[src/design/mkce_pkg.sv]
`timescale 1ns / 1ps

package mkce_pkg;

  typedef enum logic [1:0] {
    EV_NONE   = 2'd0,
    EV_SHOW   = 2'd1,
    EV_COMMIT = 2'd2,
    EV_CAPS   = 2'd3
  } event_kind_t;

  // register indexes on the config port (byte address = 4 * index)
  localparam logic [1:0] REG_DEBOUNCE = 2'd0;
  localparam logic [1:0] REG_HOLD     = 2'd1;
  localparam logic [1:0] REG_CYCLE    = 2'd2;

  localparam logic [15:0] DEBOUNCE_RST = 16'd50;
  localparam logic [15:0] HOLD_RST     = 16'd800;
  localparam logic [15:0] CYCLE_RST    = 16'd800;

  localparam int          ROM_PADS = 12;
  localparam logic [6:0]  CARET    = 7'h5E;

  typedef struct packed {
    logic [11:0] touch_mask;
    logic [31:0] now_ms;
  } in_data_t;

  typedef struct packed {
    event_kind_t event_kind;
    logic [6:0]  char_code;
    logic [3:0]  pad_index;
    logic        caps_on;
  } out_data_t;

  // lowercase map, each string right-aligned (first character in the highest used byte)
  localparam logic [0:ROM_PADS-1][127:0] LOWER_ROM = '{
    128'("0^"),   128'("1abc"), 128'("2def"), 128'("3ghi"),
    128'("4jkl"), 128'("5mno"), 128'("6pqr"), 128'("7stu"),
    128'("8vwx"), 128'("9yz!#$%&*()_+=/?"), 128'("~~~~"), 128'("@@@@")
  };

  localparam logic [0:ROM_PADS-1][4:0] LEN_ROM = '{
    5'd2, 5'd4, 5'd4, 5'd4, 5'd4, 5'd4, 5'd4, 5'd4, 5'd4, 5'd16, 5'd4, 5'd4
  };

  // uppercase map differs from lowercase only in the letters
  function automatic logic [6:0] pad_char(input logic caps, input logic [3:0] pad,
                                          input logic [3:0] pos);
    logic [4:0] len;
    logic [3:0] idx;
    logic [7:0] c;
    if (pad >= 4'(ROM_PADS)) begin
      return 7'd0;
    end
    len = LEN_ROM[pad];
    idx = 4'(len - {1'b0, pos} - 5'd1);
    c = LOWER_ROM[pad][{idx, 3'b000} +: 8];
    if (caps && c >= 8'h61 && c <= 8'h7A) begin
      c = c - 8'h20;
    end
    return c[6:0];
  endfunction

endpackage

[src/design/multitap_keypad_char_entry.sv]
`timescale 1ns / 1ps

// Multi-tap keypad character entry.
// in_*: one poll per transfer, the touched-pad mask plus a millisecond timestamp.
// out_*: one result per poll: event kind (none, show, commit, caps toggle), the
// ASCII character, the pad involved and the caps lock state after the poll.
// cfg_*: APB-style port for debounce_ms (0x0), hold_ms (0x4) and cycle_ms (0x8);
// pready is tied high, writes land on the access cycle.
// Each poll is handled by one pass of logic from the press state registers and
// the incoming poll into the result register (or the skid register while the
// receiver stalls), and a poll can be taken every cycle while in_ready is high.
// A two-entry output stage (result register plus skid register) lets the block
// take one more poll while the receiver stalls; with both full, in_ready drops
// until out_ready returns.
// Reset (rst_n low, synchronous) restores the default timings, clears caps lock,
// the previous mask and all press timers, and empties the output stage.
module multitap_keypad_char_entry #(
  parameter int NUM_PADS  = 12,
  parameter int MAX_CHARS = 16
) (
  input  logic               clk,
  input  logic               rst_n,
  input  logic               in_valid,
  output logic               in_ready,
  input  mkce_pkg::in_data_t in_data,
  output logic               out_valid,
  input  logic               out_ready,
  output mkce_pkg::out_data_t out_data,
  input  logic               cfg_psel,
  input  logic               cfg_penable,
  input  logic               cfg_pwrite,
  input  logic [3:0]         cfg_paddr,
  input  logic [31:0]        cfg_pwdata,
  output logic [31:0]        cfg_prdata,
  output logic               cfg_pready
);
  import mkce_pkg::*;

  localparam logic [11:0] PAD_MASK = (NUM_PADS >= 12) ? 12'hFFF : 12'((1 << NUM_PADS) - 1);
  localparam logic [4:0]  MAX_LEN  = 5'(MAX_CHARS);

  logic [15:0] debounce_ms_r, hold_ms_r, cycle_ms_r;
  logic [11:0] prev_mask_r, prev_mask_nxt;
  logic        key_held_r, key_held_nxt;
  logic [3:0]  held_pad_r, held_pad_nxt;
  logic [3:0]  char_pos_r, char_pos_nxt;
  logic [31:0] press_start_r, press_start_nxt;
  logic [31:0] last_cycle_r, last_cycle_nxt;
  logic [31:0] last_accept_r, last_accept_nxt;
  logic        caps_lock_r, caps_lock_nxt;

  logic        out_valid_r, out_valid_nxt;
  logic        skid_valid_r, skid_valid_nxt;
  out_data_t   out_data_r, out_data_nxt;
  out_data_t   skid_data_r, skid_data_nxt;

  logic        in_fire, out_fire, cfg_wr;
  logic [11:0] cur, rises;
  logic [15:0] falls;
  logic        released, any_rise, pressed, cycled, debounce_ok, is_caps;
  logic [3:0]  rise_pad, eff_pad, eff_pos, nxt_pos, look_pad, look_pos;
  logic        eff_held;
  logic [31:0] eff_start;
  logic [4:0]  len, pos_inc;
  logic [6:0]  look_char;
  out_data_t   res;

  assign in_ready   = !skid_valid_r;
  assign in_fire    = in_valid && in_ready;
  assign out_valid  = out_valid_r;
  assign out_data   = out_data_r;
  assign out_fire   = out_valid_r && out_ready;
  assign cfg_pready = 1'b1;
  assign cfg_wr     = cfg_psel && cfg_penable && cfg_pwrite;

  always_comb begin
    case (cfg_paddr[3:2])
      REG_DEBOUNCE: cfg_prdata = {16'd0, debounce_ms_r};
      REG_HOLD:     cfg_prdata = {16'd0, hold_ms_r};
      REG_CYCLE:    cfg_prdata = {16'd0, cycle_ms_r};
      default:      cfg_prdata = 32'd0;
    endcase
  end

  // lowest rising pad
  always_comb begin
    rise_pad = 4'd0;
    for (int i = 11; i >= 0; i--) begin
      if (rises[i]) rise_pad = 4'(i);
    end
  end

  always_comb begin
    cur         = in_data.touch_mask & PAD_MASK;
    rises       = cur & ~prev_mask_r;
    falls       = {4'd0, ~cur & prev_mask_r};
    any_rise    = |rises;
    released    = key_held_r && falls[held_pad_r];
    debounce_ok = (in_data.now_ms - last_accept_r) >= {16'd0, debounce_ms_r};
    pressed     = !key_held_r && any_rise && debounce_ok;

    eff_held  = key_held_r || pressed;
    eff_pad   = pressed ? rise_pad : held_pad_r;
    eff_pos   = pressed ? 4'd0 : char_pos_r;
    eff_start = pressed ? in_data.now_ms : press_start_r;

    // a new press can also advance when hold_ms is zero
    cycled = !released && eff_held
             && ((in_data.now_ms - eff_start) >= {16'd0, hold_ms_r})
             && ((in_data.now_ms - last_cycle_r) >= {16'd0, cycle_ms_r});

    if (eff_pad >= 4'(ROM_PADS)) begin
      len = 5'd1;
    end else if (LEN_ROM[eff_pad] > MAX_LEN) begin
      len = MAX_LEN;
    end else begin
      len = LEN_ROM[eff_pad];
    end
    pos_inc = {1'b0, eff_pos} + 5'd1;
    nxt_pos = (pos_inc >= len) ? 4'd0 : pos_inc[3:0];

    look_pad  = released ? held_pad_r : eff_pad;
    look_pos  = released ? char_pos_r : (cycled ? nxt_pos : eff_pos);
    look_char = pad_char(caps_lock_r, look_pad, look_pos);
    is_caps   = released && (held_pad_r == 4'd0) && (look_char == CARET);

    caps_lock_nxt   = caps_lock_r ^ is_caps;
    prev_mask_nxt   = cur;
    key_held_nxt    = eff_held;
    held_pad_nxt    = eff_pad;
    char_pos_nxt    = cycled ? nxt_pos : eff_pos;
    press_start_nxt = eff_start;
    last_cycle_nxt  = cycled ? in_data.now_ms : last_cycle_r;
    last_accept_nxt = pressed ? in_data.now_ms : last_accept_r;

    res.caps_on = caps_lock_nxt;
    if (released) begin
      // release ends the press: timers restart from zero
      key_held_nxt    = 1'b0;
      held_pad_nxt    = 4'd0;
      char_pos_nxt    = 4'd0;
      press_start_nxt = 32'd0;
      last_cycle_nxt  = 32'd0;
      last_accept_nxt = 32'd0;
      res.event_kind  = is_caps ? EV_CAPS : EV_COMMIT;
      res.char_code   = is_caps ? 7'd0 : look_char;
      res.pad_index   = is_caps ? 4'd0 : held_pad_r;
    end else if (pressed || cycled) begin
      res.event_kind = EV_SHOW;
      res.char_code  = look_char;
      res.pad_index  = eff_pad;
    end else begin
      res.event_kind = EV_NONE;
      res.char_code  = 7'd0;
      res.pad_index  = 4'd0;
    end
  end

  // output register plus skid register
  always_comb begin
    out_valid_nxt  = out_valid_r;
    out_data_nxt   = out_data_r;
    skid_valid_nxt = skid_valid_r;
    skid_data_nxt  = skid_data_r;
    if (!out_valid_r || out_fire) begin
      if (skid_valid_r) begin
        out_valid_nxt  = 1'b1;
        out_data_nxt   = skid_data_r;
        skid_valid_nxt = in_fire;
        skid_data_nxt  = res;
      end else begin
        out_valid_nxt = in_fire;
        out_data_nxt  = res;
      end
    end else if (in_fire) begin
      skid_valid_nxt = 1'b1;
      skid_data_nxt  = res;
    end
  end

  always_ff @(posedge clk) begin
    out_data_r  <= out_data_nxt;
    skid_data_r <= skid_data_nxt;
  end

  always_ff @(posedge clk) begin
    if (!rst_n) begin
      out_valid_r  <= 1'b0;
      skid_valid_r <= 1'b0;
    end else begin
      out_valid_r  <= out_valid_nxt;
      skid_valid_r <= skid_valid_nxt;
    end
  end

  always_ff @(posedge clk) begin
    if (!rst_n) begin
      debounce_ms_r <= DEBOUNCE_RST;
      hold_ms_r     <= HOLD_RST;
      cycle_ms_r    <= CYCLE_RST;
    end else if (cfg_wr) begin
      case (cfg_paddr[3:2])
        REG_DEBOUNCE: debounce_ms_r <= cfg_pwdata[15:0];
        REG_HOLD:     hold_ms_r     <= cfg_pwdata[15:0];
        REG_CYCLE:    cycle_ms_r    <= cfg_pwdata[15:0];
        default:      ;
      endcase
    end
  end

  always_ff @(posedge clk) begin
    if (!rst_n) begin
      prev_mask_r   <= 12'd0;
      key_held_r    <= 1'b0;
      held_pad_r    <= 4'd0;
      char_pos_r    <= 4'd0;
      press_start_r <= 32'd0;
      last_cycle_r  <= 32'd0;
      last_accept_r <= 32'd0;
      caps_lock_r   <= 1'b0;
    end else if (in_fire) begin
      prev_mask_r   <= prev_mask_nxt;
      key_held_r    <= key_held_nxt;
      held_pad_r    <= held_pad_nxt;
      char_pos_r    <= char_pos_nxt;
      press_start_r <= press_start_nxt;
      last_cycle_r  <= last_cycle_nxt;
      last_accept_r <= last_accept_nxt;
      caps_lock_r   <= caps_lock_nxt;
    end
  end

endmodule

[config.mk]
export PLATFORM = sky130hd
export DESIGN_NAME = multitap_keypad_char_entry
export DESIGN_NICKNAME = d
export VERILOG_FILES = /design/src/design/mkce_pkg.sv /design/src/design/multitap_keypad_char_entry.sv
export SDC_FILE = /design/constraint.sdc
export NUM_CORES = 1
export LEC_CHECK = 0
export ABC_CLOCK_PERIOD_IN_PS = 20400
export BUFFER_PORTS_ARGS = -buffer_cell sky130_fd_sc_hd__buf_2
export CAP_MARGIN = 20
export CORE_MARGIN = 5
export CORE_UTILIZATION = 25
export CTS_BUF_LIST = sky130_fd_sc_hd__clkbuf_4 sky130_fd_sc_hd__clkbuf_8
export DETAILED_ROUTE_END_ITERATION = 7
export SLEW_MARGIN = 25
export SYNTH_ARGS = -nofsm -noshare
export SYNTH_HDL_FRONTEND = slang
export SYNTH_SLANG_ARGS = --single-unit
export TNS_END_PERCENT = 5
[constraint.sdc]
create_clock -name clk -period 20.4 [get_ports clk]
set_input_delay 1.02 -clock clk [delete_from_list [all_inputs] [get_ports clk]]
set_output_delay 1.02 -clock clk [all_outputs]
set_load 0.01 [all_outputs]
==> results.json, run 1 <==
{
  "outcome": "finished clean",
  "cts-htree-levels": 4,
  "wl_met2_um": 24900,
  "p_int_mw": 0.716,
  "postSynthAreaPerCell_sq_um": 7.30,
  "clock_sinks": 196,
  "period_needed_ps": 14740,
  "p_leak_nw": 7.40,
  "drive_gt1_share_pct": 8.55,
  "area_growth_pct": 9.81,
  "drv_cap": 0,
  "hold_class": "flop to flop",
  "power_density_mw_per_mm2": 65.4,
  "antenna_found_initial": 5,
  "grt_remaining_overflow": 0,
  "slew_viol_final": 0,
  "worstSetupStartpointType": "input port",
  "synth_edf_count": 28,
  "ir_drop_mv": 0.0352,
  "viasPerCell": 5.17,
  "synth-seq-area-share_pct": 24.6,
  "clockPowerShare_pct": 22.7,
  "swShare_pct": 41.5,
  "slowest_stage": "fa_1",
  "post-cts-setup-buffer-count": 0,
  "vias": 16804,
  "io_buffer_count": 100,
  "cts_root_buffer": "clkbuf_8",
  "hpwl_um": 40800,
  "fmax_mhz": 67.8,
  "switchingPower_mw": 0.509,
  "grt_usage_pct": 14.0,
  "power_frac_seq_pct": 35.3,
  "drc_errors": 0,
  "synthArstFlopShare_pct": 0,
  "setup_viol_count_final": 0,
  "ys_ff_latch": 196,
  "yosys_warnings": 0,
  "layout_common_cells": "333 x nand2_1, 283 x a21oi_1, 197 x nor2_1",
  "met3_length_um": 2390,
  "worst_path_most_repeated_cell": "ha_1",
  "cp-end-kind": "flop",
  "crit_family": "compound AO/OA/AOI/OAI gates",
  "cts_hold_buf": 0,
  "rsz0062_at_grt": "false",
  "relSlewSlack_pct": 34.3,
  "nNetsFinal": 2607,
  "grt_max_degree": 86,
  "clockBufferDepth": 2,
  "fp.dieH_um": 271,
  "synthCells": 2338,
  "first_global_vias": 15215,
  "clk_latency_ps": 590,
  "fp-row-count": 95,
  "wl_met1_um": 24900,
  "drt_iter0_drc": 1434,
  "die_area_sq_mm": 0.0736,
  "critPathMaxStageDelay_ps": 830,
  "drt_first_pass_iters": 6,
  "core_area_sq_mm": 0.0674,
  "yosys_most_used_dff": "dfxtp_1",
  "postRouteAntennaNets": 0,
  "die_w_um": 271,
  "worst_pin_slew_ps": 985,
  "path_buf_inv": 3,
  "ys_types": 97,
  "layout_commonest_cell": "nand2_1",
  "finalWirelength_um": 53800,
  "place_congestion": 0.930,
  "period_share_pct": 72.3,
  "top_layer": "met4",
  "cts_resized": 0,
  "fin_util_pct": 27.8,
  "setup-tns-final_ps": 0,
  "grt_pass1_wl_um": 83900,
  "cp_data_required_time_ps": 20730,
  "crit_fanout": 41,
  "start_util_pct": 25.3,
  "arrival_ps": 15070,
  "path_class": "input port to flop",
  "cts_tree": "yes",
  "netlist_area_sq_mm": 0.0171,
  "wl_per_cell_um": 16.5,
  "hold_viol_final": 0,
  "cts_inserted_buffers": 17,
  "clk_pin_slew_ps": 130,
  "skew_ps": 34.7,
  "ioPinCount": 136,
  "combinationalPowerShare_pct": 42.0
}
## cells in the mapped netlist, types with 31 or more instances
master / number / area, sq um
ha_1: 154 / 1930
nand4_1: 33 / 206
o21ai_0: 114 / 571
clkbuf_1: 87 / 327
nor2_1: 197 / 739
nor3_1: 36 / 180
a21oi_1: 285 / 1430
inv_1: 174 / 653
mux2i_1: 63 / 631
nand3_1: 109 / 546
nand2_1: 334 / 1250
dfxtp_1: 168 / 3360
xnor2_1: 31 / 272
## logic make-up (layout without fill, tap and decap cells)
group	Yosys count	in the layout	share of synthesized area [%]
compound gates	688	688	25.5
xor+xnor	59	59	3.07
fa+ha+maj	158	158	11.8
buf+inv	304	326	7.21
flops	196	196	24.6
mux	73	73	4.44
other cells	2	22	0.0440
simple gates	858	858	23.3
## path summary, 6_finish.rpt
path	start	cells after the start	endpoint	slack [ps]
worst max-delay path	in_data[0]	50	out_data[11]	5660
worst min-delay path	last_cycle_r[8]	2	last_cycle_r[8]	460
worst max register to register	last_accept_r[0]	48	out_data[11]	6170
worst min register to register	last_cycle_r[8]	2	last_cycle_r[8]	460
## registers in the layout (all words and copies together), names as in the netlist
name,cells
held_pad_r,4
press_start_r,32
key_held_r,1
skid_valid_r,1
last_accept_r,32
out_data,14
out_valid,1
caps_lock_r,1
debounce_ms_r,16
skid_data_r,14
cycle_ms_r,16
last_cycle_r,32
prev_mask_r,12
char_pos_r,4
hold_ms_r,16
## power groups by stage
stage	Combinational, mW	Sequential [mW]	Clock (mW)
finish	0.515	0.432	0.278
floorplan	0.375	0.441	0
CTS	0.510	0.432	0.287
global placement	0.505	0.440	0
detailed placement	0.507	0.441	0
global route	0.573	0.436	0.301
## metrics by stage
stage	worst slack [ps]	power, mW	cell area, sq um	hold slack [ps]	cells
2_1_floorplan	7470	0.816	17100	436	2353
3_3_place_gp	5140	0.946	18300	442	3216
3_5_place_dp	5110	0.948	18300	447	3216
4_1_cts	5740	1.23	18700	462	3248
5_1_grt	4710	1.31	18700	474	3253
6_report	5660	1.23	18700	461	3253
## layer usage
layer | up-vias | GRT usage, %
li1 | 8411 | -
met5 | - | 0
met1 | 7891 | 18.8
met3 | 82 | 2.12
met4 | 0 | 4.84
met2 | 420 | 22.8
## area by class of cell
type | count | area [sq um]
timing repair buffer | 118 | 636
multi-input combinational | 1853 | 11700
antenna | 5 | 12.5
tap | 873 | 1090
clock inverter | 14 | 169
fill | 7341 | 48700
sequential | 196 | 4200
clock buffer | 18 | 248
inverter | 176 | 663
## worst min-delay path: stages, from the launching register on
cell     delay (ps)
dfxtp_1         320
nand2_1          50
a21oi_1          50
No activity file was read; power rests on OpenSTA's default activity.
==> run 2, diff against run 1 <==
--- a/config.mk
+++ b/config.mk
@@ -5,7 +5,7 @@
 export SDC_FILE = /design/constraint.sdc
 export NUM_CORES = 1
 export LEC_CHECK = 0
-export ABC_CLOCK_PERIOD_IN_PS = 20400
+export ABC_CLOCK_PERIOD_IN_PS = 12300
 export BUFFER_PORTS_ARGS = -buffer_cell sky130_fd_sc_hd__buf_2
 export CAP_MARGIN = 20
 export CORE_MARGIN = 5
==> constraint.sdc (replaced) <==
create_clock -name clk -period 12.3 [get_ports clk]
set_input_delay 0.615 -clock clk [delete_from_list [all_inputs] [get_ports clk]]
set_output_delay 0.615 -clock clk [all_outputs]
set_load 0.01 [all_outputs]
==> run 2 against run 1 <==
Against the previous run:
- sequential cell count unchanged
- critical path depth stayed put
- clock-buffer cell count unchanged
- sequential share of layout area shrank 1.5 points
- design area is 7.2% higher
- die area did not move
- final cell count up 4.5%
- core utilization rose by 2.0 points
- non-clock buffer count increased by 151
- worst setup slack worse by 5000 ps
- register-to-register slack lost 5600 ps
- clock skew down 8.6 ps
==> results.json, run 2 (synthesis gave the netlist of run 1 again) <==
{
  "outcome": "finished clean",
  "first_global_vias": 16249,
  "grt_usage_pct": 15.0,
  "crit_fanout": 13,
  "period_needed_ps": 11690,
  "slowest_stage": "or4_4",
  "hpwl_um": 44700,
  "start_util_pct": 25.3,
  "cts_hold_buf": 0,
  "holdPathStages": 3,
  "fmax_mhz": 85.5,
  "clk_pin_slew_ps": 130,
  "slew_viol_final": 0,
  "min_to": "prev_mask_r[2]",
  "ioPinCount": 136,
  "hold_class": "input port to flop",
  "multi_input_area_sq_mm": 0.0119,
  "ir_drop_mv": 0.0594,
  "area_growth_pct": 17.7,
  "postRouteAntennaNets": 0,
  "skew_ps": 26.0,
  "cts-htree-levels": 4,
  "io_buffer_count": 100,
  "worstReg2RegEnd": "out_data[0]",
  "clk_latency_ps": 570,
  "grt_pass1_wl_um": 89800,
  "drt_first_pass_iters": 5,
  "fp.dieH_um": 271,
  "r2r_cells": 50,
  "r2r_start": "last_accept_r[0]",
  "cp_data_required_time_ps": 12640,
  "worst_pin_slew_ps": 1030,
  "drv_cap": 0,
  "arrival_ps": 12030,
  "drc_errors": 0,
  "grt_remaining_overflow": 0,
  "cts_tree": "yes",
  "viasPerCell": 5.11,
  "layout_common_cells": "331 x nand2_1, 277 x a21oi_1, 196 x nor2_1",
  "hold_viol_final": 0,
  "core_area_sq_mm": 0.0674,
  "drive_gt1_share_pct": 15.2,
  "worstSetupStartpointType": "flop",
  "cts_inserted_buffers": 17,
  "finalWirelength_um": 57600,
  "cp-end-kind": "flop",
  "cts_root_buffer": "clkbuf_8",
  "wl_per_cell_um": 17.0,
  "fin_area_sq_mm": 0.0201,
  "placed_area_sq_mm": 0.0195,
  "die_area_sq_mm": 0.0736,
  "place_congestion": 0.932,
  "clock_sinks": 196,
  "seqCellArea_sq_mm": 0.00420,
  "drt_iter0_drc": 1430,
  "fin_util_pct": 29.8,
  "path_class": "flop to flop",
  "clockBufferDepth": 2,
  "p_leak_nw": 8.17,
  "setup_viol_count_final": 0,
  "layout_commonest_cell": "nand2_1",
  "antenna_found_initial": 1,
  "nNetsFinal": 2758,
  "hp-start": "in_data[34]",
  "grt_max_degree": 89,
  "setup-tns-final_ps": 0,
  "power_density_mw_per_mm2": 108,
  "fp-row-count": 95,
  "r2r_slack_ps": 610,
  "relSlewSlack_pct": 30.7,
  "vias": 17390,
  "fill_cells": 7325,
  "period_share_pct": 95.1,
  "reg_top3": "last_accept_r: 32 flops, last_cycle_r: 32 flops, press_start_r: 32 flops",
  "die_w_um": 271,
  "worst_path_most_repeated_cell": "ha_1",
  "critPathMaxStageDelay_ps": 550
}
-- run 2: cell count changes in the layout (fill, tap and decap cells not counted), moves of 3 or more --
| cell | before | now |
|---|---|---|
| buf_4 | 18 | 166 |
| a2111oi_0 | 11 | 8 |
| diode_2 | 5 | 1 |
| buf_12 | 0 | 3 |
| a21oi_2 | 2 | 8 |
| ha_1 | 154 | 151 |
| mux2i_1 | 63 | 60 |
| a21oi_1 | 283 | 277 |
| ha_2 | 0 | 3 |
-- run 2: where the power goes --
group          internal (mW)  switching [mW]
Sequential             0.696          0.0218
Clock                  0.184           0.288
Combinational          0.406           0.567
-- run 2: area by class of cell --
type	count	share of cell area, %
Tap cell	873	5.44
Sequential cell	196	20.9
Multi-Input combinational cell	1853	59.2
Clock buffer	18	1.20
Inverter	176	3.30
Clock inverter	14	0.909
Timing Repair Buffer	269	8.99
Antenna cell	1	0.0125
-- run 2: layer usage --
| metal | track usage (%) | vias up | routed length, um |
|---|---|---|---|
| met1 | 20.2 | 8123 | 26400 |
| met2 | 24.4 | 475 | 26100 |
| li1 | - | 8695 | - |
| met3 | 2.38 | 97 | 3320 |
| met4 | 5.44 | 0 | 1840 |
| met5 | 0 | - | 0 |
-- run 2: how the worst max path moves through the flow --
| stage | to | slack [ps] | start |
|---|---|---|---|
| 6_report | out_data[0] | 610 | last_accept_r[0] |
| 5_1_grt | out_data[0] | -110 | last_accept_r[0] |
| 4_1_cts | out_data[0] | 20 | last_accept_r[0] |
| 3_5_place_dp | out_data[0] | -570 | in_data[0] |
| 3_3_place_gp | out_data[0] | -450 | in_data[0] |
| 2_1_floorplan | out_data[0] | 5 | in_data[0] |
-- run 2: worst max-delay path: cells and delay by family (launching register included) --
family,cells,cell delay (ps)
AO/OA/AOI/OAI,15,3100
XOR/XNOR,3,480
adder cells (fa/ha/maj),7,2100
buffers and inverters,2,350
flip-flops,1,340
multiplexers,3,640
AND/OR/NAND/NOR,20,4400
-- run 2: repair_timing --
action | CTS | global route
buffers inserted | 0 | 2
setup endpoints to repair | 3 | 19
resized for setup | 3 | 39
pin swaps | 0 | 20
-- run 2: metrics by stage --
stage	hold WS [ps]	setup WS, ps	instances	power [mW]
final	277	608	3400	2.16
after global routing	252	-111	3400	2.31
after floorplan	436	5.01	2353	1.35
after global placement	442	-446	3365	1.67
after detailed placement	446	-565	3365	1.67
after CTS	238	21.8	3397	2.15
